$ cat config.mk
export PLATFORM = sky130hd
export DESIGN_NAME = auto_range_contrast_stretch_top_flat
export DESIGN_NICKNAME = d
export VERILOG_FILES = /design/src/sv/arcs_pkg.sv /design/src/sv/arcs_ifs.sv /design/src/sv/arcs_ctrl.sv /design/src/sv/arcs_dp.sv /design/src/sv/auto_range_contrast_stretch_top.sv /design/src/flat_wrapper.sv
export SDC_FILE = /design/constraint.sdc
export NUM_CORES = 1
export LEC_CHECK = 0
export ABC_AREA = 0
export BUFFER_PORTS_ARGS = -buffer_cell sky130_fd_sc_hd__buf_2
export CAP_MARGIN = 25
export CORE_AREA = 2 2 161 163
export DETAILED_ROUTE_END_ITERATION = 10
export DIE_AREA = 0 0 163 165
export PLACE_DENSITY_LB_ADDON = 0.1
export REMOVE_ABC_BUFFERS = 1
export SLEW_MARGIN = 20
export SYNTH_ARGS = -nofsm -noshare
export SYNTH_HDL_FRONTEND = slang
export SYNTH_SLANG_ARGS = --single-unit
$ cat constraint.sdc
create_clock -name clock -period 7 [get_ports clock]
set_input_delay 0 -clock clock [delete_from_list [all_inputs] [get_ports clock]]
set_output_delay 0 -clock clock [all_outputs]
set_load 0.01 [all_outputs]
$ cat src/sv/arcs_pkg.sv
// ----------------------------------------------------------------------------
// arcs_pkg
// types and constants shared by the contrast stretch block
// ----------------------------------------------------------------------------
package arcs_pkg;

   localparam int PixW      = 8;
   localparam int CsrIdxW   = 8;
   localparam int ProdW     = 2 * PixW;
   localparam int DivSteps  = ProdW / 2;
   localparam int DivCntW   = $clog2(DivSteps);

   localparam logic [PixW-1:0] PixMax = '1;
   localparam logic [PixW-1:0] PixMin = '0;

   localparam logic [CsrIdxW-1:0] RegTargetLow  = CsrIdxW'(0);
   localparam logic [CsrIdxW-1:0] RegTargetHigh = CsrIdxW'(1);

   localparam logic FuncMeasure = 1'b0;
   localparam logic FuncStretch = 1'b1;

   typedef enum logic [1:0] {
      ST_IDLE,
      ST_MUL,
      ST_DIV,
      ST_DONE
   } state_type;

   typedef struct packed {
      logic measure;
      logic capture;
      logic mul;
      logic div_step;
      logic out_load;
   } cmd_type;

   typedef struct packed {
      logic div_last;
      logic out_free;
   } sts_type;

endpackage

$ cat src/sv/arcs_ifs.sv
// ----------------------------------------------------------------------------
// arcs channel interfaces
// request, response and register write channels with valid/ready
// ----------------------------------------------------------------------------
interface arcs_req_if;
   logic       valid;
   logic       ready;
   logic       func;
   logic [7:0] pixel;
   logic       first;

   modport source (output valid, output func, output pixel, output first, input ready);
   modport sink   (input valid, input func, input pixel, input first, output ready);
endinterface

interface arcs_rsp_if;
   logic       valid;
   logic       ready;
   logic [7:0] pixel_out;

   modport source (output valid, output pixel_out, input ready);
   modport sink   (input valid, input pixel_out, output ready);
endinterface

interface arcs_csr_if;
   logic       valid;
   logic       ready;
   logic [7:0] index;
   logic [7:0] data;

   modport source (output valid, output index, output data, input ready);
   modport sink   (input valid, input index, input data, output ready);
endinterface

$ cat src/sv/arcs_ctrl.sv
// ----------------------------------------------------------------------------
// arcs_ctrl
// sequencer for accept, product, divide and output load
// ----------------------------------------------------------------------------
module arcs_ctrl (
   input  logic             clock,
   input  logic             reset,
   input  logic             req_valid,
   input  logic             req_func,
   output logic             req_ready,
   output arcs_pkg::cmd_type cmd,
   input  arcs_pkg::sts_type sts
);
   import arcs_pkg::*;

   state_type state_ff;
   state_type state_in;

   always_ff @(posedge clock) begin
      if (reset) begin
         state_ff <= ST_IDLE;
      end else begin
         state_ff <= state_in;
      end
   end

   always_comb begin
      state_in = state_ff;
      unique case (state_ff)
         ST_IDLE: begin
            if (req_valid && (req_func == FuncStretch)) begin
               state_in = ST_MUL;
            end
         end
         ST_MUL: begin
            state_in = ST_DIV;
         end
         ST_DIV: begin
            if (sts.div_last) begin
               state_in = ST_DONE;
            end
         end
         ST_DONE: begin
            if (sts.out_free) begin
               state_in = ST_IDLE;
            end
         end
         default: begin
            state_in = ST_IDLE;
         end
      endcase
   end

   always_comb begin
      cmd       = '0;
      req_ready = 1'b0;
      unique case (state_ff)
         ST_IDLE: begin
            req_ready   = 1'b1;
            cmd.measure = req_valid && (req_func == FuncMeasure);
            cmd.capture = req_valid && (req_func == FuncStretch);
         end
         ST_MUL: begin
            cmd.mul = 1'b1;
         end
         ST_DIV: begin
            cmd.div_step = 1'b1;
         end
         ST_DONE: begin
            cmd.out_load = sts.out_free;
         end
         default: begin
            cmd = '0;
         end
      endcase
   end

endmodule

$ cat src/sv/arcs_dp.sv
// ----------------------------------------------------------------------------
// arcs_dp
// range tracking, target registers, multiplier, radix-4 divider, output stage
// ----------------------------------------------------------------------------
module arcs_dp (
   input  logic                          clock,
   input  logic                          reset,
   input  arcs_pkg::cmd_type             cmd,
   output arcs_pkg::sts_type             sts,
   input  logic [arcs_pkg::PixW-1:0]     req_pixel,
   input  logic                          req_first,
   input  logic                          csr_we,
   input  logic [arcs_pkg::CsrIdxW-1:0]  csr_index,
   input  logic [arcs_pkg::PixW-1:0]     csr_data,
   output logic                          rsp_valid,
   input  logic                          rsp_ready,
   output logic [arcs_pkg::PixW-1:0]     rsp_pixel_out
);
   import arcs_pkg::*;

   logic [PixW-1:0]    low_ff, low_in, high_ff, high_in;
   logic [PixW-1:0]    tlow_ff, tlow_in, thigh_ff, thigh_in;
   logic [PixW-1:0]    pix_ff, pix_in;
   logic [ProdW-1:0]   dvd_ff, dvd_in;
   logic [PixW-1:0]    rem_ff, rem_in;
   logic [PixW-1:0]    den_ff, den_in;
   logic               neg_ff, neg_in;
   logic               bypass_ff, bypass_in;
   logic [DivCntW-1:0] cnt_ff, cnt_in;
   logic [PixW-1:0]    out_ff, out_in;
   logic               out_valid_ff, out_valid_in;

   logic [PixW-1:0]    base_low, base_high;
   logic [PixW:0]      diff;
   logic [PixW-1:0]    diff_mag;
   logic [PixW-1:0]    span;
   logic [PixW:0]      r1, r2;
   logic               q1, q2;
   logic [PixW-1:0]    r1_left;
   logic [PixW-1:0]    quo;
   logic [PixW-1:0]    quo_signed;

   // restart tracking before the pixel is counted
   assign base_low  = req_first ? PixMax : low_ff;
   assign base_high = req_first ? PixMin : high_ff;

   assign diff     = {1'b0, pix_ff} - {1'b0, low_ff};
   assign diff_mag = diff[PixW] ? PixW'(low_ff - pix_ff) : diff[PixW-1:0];
   assign span     = thigh_ff - tlow_ff;

   // two restoring steps per cycle
   assign r1      = {rem_ff, dvd_ff[ProdW-1]};
   assign q1      = (r1 >= {1'b0, den_ff});
   assign r1_left = q1 ? PixW'(r1 - {1'b0, den_ff}) : r1[PixW-1:0];
   assign r2      = {r1_left, dvd_ff[ProdW-2]};
   assign q2      = (r2 >= {1'b0, den_ff});

   assign quo        = dvd_ff[PixW-1:0];
   assign quo_signed = neg_ff ? PixW'(~quo + PixW'(1)) : quo;

   always_comb begin
      low_in       = low_ff;
      high_in      = high_ff;
      tlow_in      = tlow_ff;
      thigh_in     = thigh_ff;
      pix_in       = pix_ff;
      dvd_in       = dvd_ff;
      rem_in       = rem_ff;
      den_in       = den_ff;
      neg_in       = neg_ff;
      bypass_in    = bypass_ff;
      cnt_in       = cnt_ff;
      out_in       = out_ff;
      out_valid_in = out_valid_ff;

      if (csr_we && (csr_index == RegTargetLow)) begin
         tlow_in = csr_data;
      end
      if (csr_we && (csr_index == RegTargetHigh)) begin
         thigh_in = csr_data;
      end

      if (cmd.measure) begin
         low_in  = (req_pixel < base_low)  ? req_pixel : base_low;
         high_in = (req_pixel > base_high) ? req_pixel : base_high;
      end
      if (cmd.capture) begin
         pix_in = req_pixel;
      end
      if (cmd.mul) begin
         dvd_in    = ProdW'(diff_mag) * ProdW'(span);
         neg_in    = diff[PixW];
         den_in    = high_ff - low_ff;
         bypass_in = (low_ff >= high_ff) || (tlow_ff > thigh_ff);
         rem_in    = '0;
         cnt_in    = '0;
      end
      if (cmd.div_step) begin
         dvd_in = {dvd_ff[ProdW-3:0], q1, q2};
         rem_in = q2 ? PixW'(r2 - {1'b0, den_ff}) : r2[PixW-1:0];
         cnt_in = cnt_ff + DivCntW'(1);
      end

      if (rsp_valid && rsp_ready) begin
         out_valid_in = 1'b0;
      end
      if (cmd.out_load) begin
         out_in       = bypass_ff ? pix_ff : PixW'(quo_signed + tlow_ff);
         out_valid_in = 1'b1;
      end
   end

   always_ff @(posedge clock) begin
      if (reset) begin
         low_ff       <= PixMax;
         high_ff      <= PixMin;
         tlow_ff      <= PixMin;
         thigh_ff     <= PixMax;
         cnt_ff       <= '0;
         out_valid_ff <= 1'b0;
      end else begin
         low_ff       <= low_in;
         high_ff      <= high_in;
         tlow_ff      <= tlow_in;
         thigh_ff     <= thigh_in;
         cnt_ff       <= cnt_in;
         out_valid_ff <= out_valid_in;
      end
   end

   always_ff @(posedge clock) begin
      pix_ff    <= pix_in;
      dvd_ff    <= dvd_in;
      rem_ff    <= rem_in;
      den_ff    <= den_in;
      neg_ff    <= neg_in;
      bypass_ff <= bypass_in;
      out_ff    <= out_in;
   end

   assign sts.div_last = (cnt_ff == DivCntW'(DivSteps - 1));
   assign sts.out_free = !out_valid_ff || rsp_ready;

   assign rsp_valid     = out_valid_ff;
   assign rsp_pixel_out = out_ff;

endmodule

$ cat src/sv/auto_range_contrast_stretch_top.sv
// ----------------------------------------------------------------------------
// auto_range_contrast_stretch_top
// two-pass auto-range linear contrast stretch of 8-bit pixels
// ----------------------------------------------------------------------------
// A measure request (func 0) updates the running minimum and maximum in the
// cycle it is accepted and gives no response; the next request is taken in the
// following cycle. A stretch request (func 1) runs in order through accept, the
// 8x8 product of pixel offset and target span, the radix-4 restoring divide by
// the measured range (two quotient bits a cycle), and the add of the target low
// level into the output register. A waiting response does not stop measure
// requests; a stretch request holds in its last cycle until the output register
// is free. Register writes are taken every cycle.
module auto_range_contrast_stretch_top (
   input  logic         clock,
   input  logic         reset,
   arcs_req_if.sink     req_ch,
   arcs_rsp_if.source   rsp_ch,
   arcs_csr_if.sink     csr_ch
);
   import arcs_pkg::*;

   cmd_type cmd;
   sts_type sts;

   assign csr_ch.ready = 1'b1;

   arcs_ctrl u_ctrl (
      .clock     (clock),
      .reset     (reset),
      .req_valid (req_ch.valid),
      .req_func  (req_ch.func),
      .req_ready (req_ch.ready),
      .cmd       (cmd),
      .sts       (sts)
   );

   arcs_dp u_dp (
      .clock         (clock),
      .reset         (reset),
      .cmd           (cmd),
      .sts           (sts),
      .req_pixel     (req_ch.pixel),
      .req_first     (req_ch.first),
      .csr_we        (csr_ch.valid),
      .csr_index     (csr_ch.index),
      .csr_data      (csr_ch.data),
      .rsp_valid     (rsp_ch.valid),
      .rsp_ready     (rsp_ch.ready),
      .rsp_pixel_out (rsp_ch.pixel_out)
   );

endmodule

$ cat src/flat_wrapper.sv
// flat-port wrapper written by rule: the top's interface ports become plain ports
module auto_range_contrast_stretch_top_flat import arcs_pkg::*;
  (clock, reset, req_ch_valid, req_ch_func, req_ch_pixel, req_ch_first, req_ch_ready, rsp_ch_valid, rsp_ch_pixel_out, rsp_ch_ready, csr_ch_valid, csr_ch_index, csr_ch_data, csr_ch_ready);
  arcs_req_if req_ch_i ();
  arcs_rsp_if rsp_ch_i ();
  arcs_csr_if csr_ch_i ();
  input  logic clock;
  input  logic reset;
  input wire logic [$bits(req_ch_i.valid)-1:0] req_ch_valid;
  input wire logic [$bits(req_ch_i.func)-1:0] req_ch_func;
  input wire logic [$bits(req_ch_i.pixel)-1:0] req_ch_pixel;
  input wire logic [$bits(req_ch_i.first)-1:0] req_ch_first;
  output wire logic [$bits(req_ch_i.ready)-1:0] req_ch_ready;
  output wire logic [$bits(rsp_ch_i.valid)-1:0] rsp_ch_valid;
  output wire logic [$bits(rsp_ch_i.pixel_out)-1:0] rsp_ch_pixel_out;
  input wire logic [$bits(rsp_ch_i.ready)-1:0] rsp_ch_ready;
  input wire logic [$bits(csr_ch_i.valid)-1:0] csr_ch_valid;
  input wire logic [$bits(csr_ch_i.index)-1:0] csr_ch_index;
  input wire logic [$bits(csr_ch_i.data)-1:0] csr_ch_data;
  output wire logic [$bits(csr_ch_i.ready)-1:0] csr_ch_ready;
  assign req_ch_i.valid = req_ch_valid;
  assign req_ch_i.func = req_ch_func;
  assign req_ch_i.pixel = req_ch_pixel;
  assign req_ch_i.first = req_ch_first;
  assign req_ch_ready = req_ch_i.ready;
  assign rsp_ch_valid = rsp_ch_i.valid;
  assign rsp_ch_pixel_out = rsp_ch_i.pixel_out;
  assign rsp_ch_i.ready = rsp_ch_ready;
  assign csr_ch_i.valid = csr_ch_valid;
  assign csr_ch_i.index = csr_ch_index;
  assign csr_ch_i.data = csr_ch_data;
  assign csr_ch_ready = csr_ch_i.ready;
  auto_range_contrast_stretch_top u_core (.clock(clock), .reset(reset), .req_ch(req_ch_i), .rsp_ch(rsp_ch_i), .csr_ch(csr_ch_i));
endmodule
Yosys cells after proc, flatten, opt, wreduce, memory -nomap -nowiden
Index checks and enable logic that the tools add are counted.
- order comparisons: 6
- equal/unequal tests: 8
- multiplexer cells: 26
- multiply operators: 1
- add/subtract/negate cells: 9
- reductions and logical operators: 13
- bitwise operators: 2
- operators by type and width (operator ; count):
    $mux W8 ; 11
    $sub A8 B8 Y8 ; 5
    $mux W16 ; 2
    $ge A9 B8 Y1 ; 2
    $gt A8 B8 Y1 ; 2
    $mul A8 B8 Y16 ; 1
    $sub A8 B8 Y9 ; 1
    $add A8 B1 Y8 const B ; 1
    $add A8 B8 Y8 ; 1
    $eq A8 B1 Y1 const B ; 1
    $ge A8 B8 Y1 ; 1
    $logic_not A8 Y1 ; 1
    $lt A8 B8 Y1 ; 1
    $mux W2 ; 4
    $not A8 Y8 ; 1
    $pmux W2 S4 ; 1
    $mux W1 ; 6
    $mux W3 ; 2
    $logic_and A1 B1 Y1 ; 5
    $eq A2 B2 Y1 const B ; 2
    $ne A2 B2 Y1 const B ; 2
    $reduce_bool A2 Y1 ; 2
    $add A3 B1 Y3 const B ; 1
    $eq A3 B3 Y1 const B ; 1
    other kinds (7) ; 8
- output and inout bits: 11
- bits of input ports: 31
- bits in registers: 88

Longest topological paths before layout
- depth after elaboration: 5
- gate-level depth with buffers: 25
- mapped depth without buffers: 25

Hierarchy
A second synthesis with hierarchy kept.
- cells, all modules: 888
- area total of the unflattened synthesis: 8225.4 µm²
- modules (own cells, without submodules) (module ; cells an instance ; area an instance (µm²) ; times used ; sequential area each (µm²)):
    arcs_dp ; 863 ; 8016.4 ; 1 ; 2222.1
    arcs_ctrl ; 23 ; 197.7 ; 1 ; 40.0
    auto_range_contrast_stretch_top ; 2 ; 11.3 ; 1 ; 0.0

Least setup slack after synthesis
No wires, ideal clock.
- path type: register to register
- start: reg u_core.u_dp.low_ff[1]
- end: reg u_core.u_dp.dvd_ff[14], data pin
- data required time: 6.732 ns
- data arrival time: 6.000 ns
- slack: 0.733 ns
- cell stages (with the launch flop): 22
- path buffers: 1
- period minus slack after synthesis: 6.267 ns
- cells stage by stage: dfxtp_1 > inv_1 > fa_1 > a211oi_2 > o211ai_4 > nand2_4 > mux2i_2 > or4b_1 > buf_2 > a21oi_1 > fa_1 > fa_1 > fa_1 > inv_1 > fa_1 > inv_1 > ha_1 > or4_1 > o22ai_1 > o311ai_0 > xnor2_1 > o21ai_0
- word-level cells in the longest chain between the ends: 5
- elaborated cells between the ends (all ways): 6
- classes of those cells: add/sub (2); mul (1); mux (3)
- RTL lines (item ; line ; RTL):
    start, declared ; arcs_dp.sv:21 ; logic [PixW-1:0] low_ff, low_in, high_ff, high_in;
    start signal, assigned ; arcs_dp.sv:115 ; low_ff <= PixMax;
    start signal, assigned ; arcs_dp.sv:122 ; low_ff <= low_in;
    $sub A8 B8 Y9 ; arcs_dp.sv:47 ; assign diff = {1'b0, pix_ff} - {1'b0, low_ff};
    via u_core.u_dp.diff[8] ; arcs_dp.sv:34 ; logic [PixW:0] diff;
    $mux W8 ; arcs_dp.sv:48 ; assign diff_mag = diff[PixW] ? PixW'(low_ff - pix_ff) : diff[PixW-1:0];
    $mul A8 B8 Y16 ; arcs_dp.sv:91 ; dvd_in = ProdW'(diff_mag) * ProdW'(span);
    $mux W16 ; arcs_dp.sv:90 ; if (cmd.mul) begin
    $mux W16 ; arcs_dp.sv:98 ; if (cmd.div_step) begin
    via u_core.u_dp.dvd_in[14] ; arcs_dp.sv:24 ; logic [ProdW-1:0] dvd_ff, dvd_in;
    end signal, assigned ; arcs_dp.sv:133 ; dvd_ff <= dvd_in;
    end, declared ; arcs_dp.sv:24 ;
The timed path passes the listed nets, and every way through them passes these cells. The select of a mux whose other input is x is not followed.
A chain may end at the register's enable or synchronous reset.

Final worst setup path
- start: reg u_core.u_dp.pix_ff[0]
- end: reg u_core.u_dp.dvd_ff[15], data pin
- word-level cells in the longest chain between the ends: 5
- elaborated cells between the ends (all ways): 6
- classes of those cells: add/sub (2); mul (1); mux (3)
- RTL lines (item ; line ; RTL):
    start, declared ; arcs_dp.sv:23 ; logic [PixW-1:0] pix_ff, pix_in;
    start signal, assigned ; arcs_dp.sv:132 ; pix_ff <= pix_in;
    $sub A8 B8 Y9 ; arcs_dp.sv:47 ;
    via u_core.u_dp.diff[8] ; arcs_dp.sv:34 ;
    $mux W8 ; arcs_dp.sv:48 ;
    $mul A8 B8 Y16 ; arcs_dp.sv:91 ;
    $mux W16 ; arcs_dp.sv:90 ;
    $mux W16 ; arcs_dp.sv:98 ;
    via u_core.u_dp.dvd_in[15] ; arcs_dp.sv:24 ;
The timed path passes the listed nets, and every way through them passes these cells. The select of a mux whose other input is x is not followed.

==> key figures <==
Run status
  • Status: finished clean

Finish
  • Area Overhead vs Synth: 12.76%
  • Commonest non-fill, non-tap cells in the layout: inv_1, ha_1, nor2_1
  • Layout cells sized above 1: 9.942%
  • Most common library cell in the layout ignoring fill and taps: inv_1
  • Antenna Cells: 0
  • Fill cells: 2601
  • Final #Nets: 1217

Floorplan
  • # IOs: 42
  • Core area: 25040 um2
  • Die height: 165 um
  • Num rows: 58
  • Die X: 163 um
  • Die Area: 26900 um2
  • Initial core utilization: 34.70%

Critical path
  • FF-to-FF setup slack: 0.38 ns
  • Reg2Reg Depth: 24
  • Crit Path Class: register to register
  • CP max stage cell: fa_1
  • Cell Chain, Critical Path: inv_1, ha_1, inv_1, fa_1, a211oi_4, o211ai_4, nand2_4, mux2i_2, nand2_1, or3_1, fa_1, fa_1, inv_1, fa_1, inv_1, fa_1, inv_1, ha_1, and2_1, o21ai_0, a31oi_1, o32ai_1, xnor2_1, o21ai_0
  • Reg2reg end: u_core.u_dp.dvd_ff[15]
  • CP max FO: 8
  • CP required: 7.09 ns
  • RR Startpoint: u_core.u_dp.pix_ff[0]
  • Critical Path AT: 6.71 ns
  • CP endpoint kind: register
  • Crit-path max cell delay: 0.52 ns
  • Startpoint Class: register

Min path
  • WHS Path Cells: 2
  • Class of the tightest hold or removal check: input pin to register
  • Worst Hold End: u_core.u_dp.cnt_ff[0]
  • Worst Hold Launch: reset

Place
  • RD Place Congestion: 0.8526
  • PortBufs: 40
  • HPWL after DPL: 18090 um

Timing
  • Final hold vios: 0
  • Tcrit/Tclk final: 94.52%
  • Worst clock skew: 0.01071 ns
  • Final setup fails: 0
  • Min cycle time layout: 6.617 ns
  • Pins Over Slew Limit: 0
  • Achievable clock frequency: 151.1 MHz
  • Slew HR: 33.23%
  • Measured slew at the worst slew-check pin: 0.9995 ns
  • Setup TNS: 0 ns
  • RSZ-0062 raised after global routing: no

Global routing
  • Initial antenna violation count: 0
  • Vias in the first global route: 6730
  • Largest net degree at the start of global routing: 40
  • First-pass GRT wire length: 36220 um
  • GRT Resource Usage Total: 17.37%
  • GRT overflow: 0

Routing
  • Wire length on met2: 10170 um
  • Final WL: 22320 um
  • Vias: 6825
  • Vias/cell: 4.996
  • Highest routed layer: met4
  • Detail Route Antenna Nets: 0
  • Drt pass-1 iters: 4
  • WL per Instance: 16.34 um
  • Starting DRT DRC Count: 307
  • Post-route DRC: 0
  • Met3 wire len: 460 um
  • WL met1: 11380 um

Synth
  • Fraction of registers with async set/reset: 0%
  • Synth Register Bits: 88
  • Post-synth top area cell: edfxtp_1
  • Post-synth cell types: 82
  • Part of the Yosys area used for sequential elements: 26.04%
  • Gate Count Post-Synth: 966
  • EDFF count, synth: 50
  • Dominant cells by area after synthesis: edfxtp_1, ha_1, fa_1
  • Post-synth top flop: edfxtp_1
  • Mapped Area: 8687 um2
  • Mean Syn Cell Area: 8.993 um2
  • Top cell type's share of synthesized area: 17.28%
  • Yosys warning count: 0

Flow run
  • Max-cap violations: 0

Clock network
  • CTS clk-pin slew, worst paths: 0.08 ns
  • H-tree levels: 3
  • Total CTS buffers: 9
  • TritonCTS clock tree: yes
  • Clock Tree Root: clkbuf_16
  • CTS Sinks: 88
  • Clk Latency, worst-skew pair: 0.35 ns
  • Longest Clk Path Bufs: 2
==> per-layer routing <==
metal / up-vias / global-route usage, %
met2: 73 / 28.49
met4: 0 / 4.304
met1: 3200 / 24.48
li1: 3540 / -
met5: - / 0
met3: 12 / 1.909
==> cell families after synthesis <==
family                   synth area share (%)
multiplexers                            3.716
AND/OR/NAND/NOR                         16.23
XOR/XNOR                                4.220
other                                 0.04317
adder cells (fa/ha/maj)                 26.04
buffers and inverters                   6.150
flip-flops                              26.04
AO/OA/AOI/OAI                           17.56
==> synth_stat cells (all sizes together) (13+ instances only) <==
library cell  count
inv             121
mux2i            24
a21oi            45
xor2             15
nor3             21
nand3            15
clkbuf           13
o21ai            55
ha              112
dfxtp            38
nand2            64
nand2b           20
nor2             98
fa               43
a21o             13
o21a             16
edfxtp           50
xnor2            26
==> worst max-delay path by stage <==
| stage | start | endpoint | slack, ns |
|---|---|---|---|
| after floorplan | u_core.u_dp.low_ff[1] | u_core.u_dp.dvd_ff[14] | 0.68 |
| after global placement | u_core.u_dp.pix_ff[0] | u_core.u_dp.dvd_ff[15] | 0.42 |
| after detailed placement | u_core.u_dp.pix_ff[0] | u_core.u_dp.dvd_ff[15] | 0.28 |
| after CTS | u_core.u_dp.pix_ff[0] | u_core.u_dp.dvd_ff[15] | 0.26 |
| after global routing | u_core.u_dp.low_ff[0] | u_core.u_dp.dvd_ff[15] | 0.03 |
| final | u_core.u_dp.pix_ff[0] | u_core.u_dp.dvd_ff[15] | 0.38 |
==> registers in the layout, summed over array words and instances, names as in the netlist, 3 cells and up <==
name                       count
u_core.u_dp.dvd_ff            16
u_core.u_dp.den_ff             8
u_core.u_dp.high_ff            8
u_core.u_dp.low_ff             8
u_core.u_dp.pix_ff             8
u_core.u_dp.rem_ff             8
u_core.u_dp.rsp_pixel_out      8
u_core.u_dp.thigh_ff           8
u_core.u_dp.tlow_ff            8
u_core.u_dp.cnt_ff             3
==> metrics by stage <==
stage	setup WS, ns	utilization, %	std cells	area, um2	hold slack (ns)
floorplan	0.6782	-	949	8611	0.06907
global placement	0.4158	37.26	1333	9329	0.2335
detailed placement	0.2750	37.26	1333	9329	0.2411
CTS	0.2576	39.07	1366	9781	0.06432
global route	0.02757	39.13	1366	9796	0.08322
finish	0.3833	39.13	1366	9796	0.08114
==> cell type report <==
| type | instances | area, um2 | area share (%) |
|---|---|---|---|
| clock buffers | 9 | 225.2 | 2.299 |
| clock inverters | 7 | 56.30 | 0.5748 |
| flip-flops and latches | 88 | 2262 | 23.09 |
| inverters | 122 | 457.9 | 4.675 |
| well taps | 330 | 412.9 | 4.215 |
| multi-input cells | 739 | 5906 | 60.29 |
| repair buffers | 71 | 475.5 | 4.854 |
==> what timing repair did <==
| action | CTS | global route |
|---|---|---|
| hold buffers | 17 | 0 |
| gates resized for setup | 0 | 2 |
| setup buffers | 0 | 0 |
| endpoints found under the setup margin | 0 | 2 |
| endpoints found under the hold margin | 38 | 0 |
==> worst max-delay path: cells and delay by family (launching register included) <==
| kind | cells | cell delay (ns) |
|---|---|---|
| simple gates | 4 | 0.96 |
| buf+inv | 5 | 0.27 |
| compound gates | 6 | 1.37 |
| mux | 1 | 0.27 |
| flops | 1 | 0.41 |
| fa+ha+maj | 7 | 2.91 |
| xor+xnor | 1 | 0.15 |
Power is not shown: default switching activity piles up to over one toggle a cycle in this logic, so the estimate is an artifact.
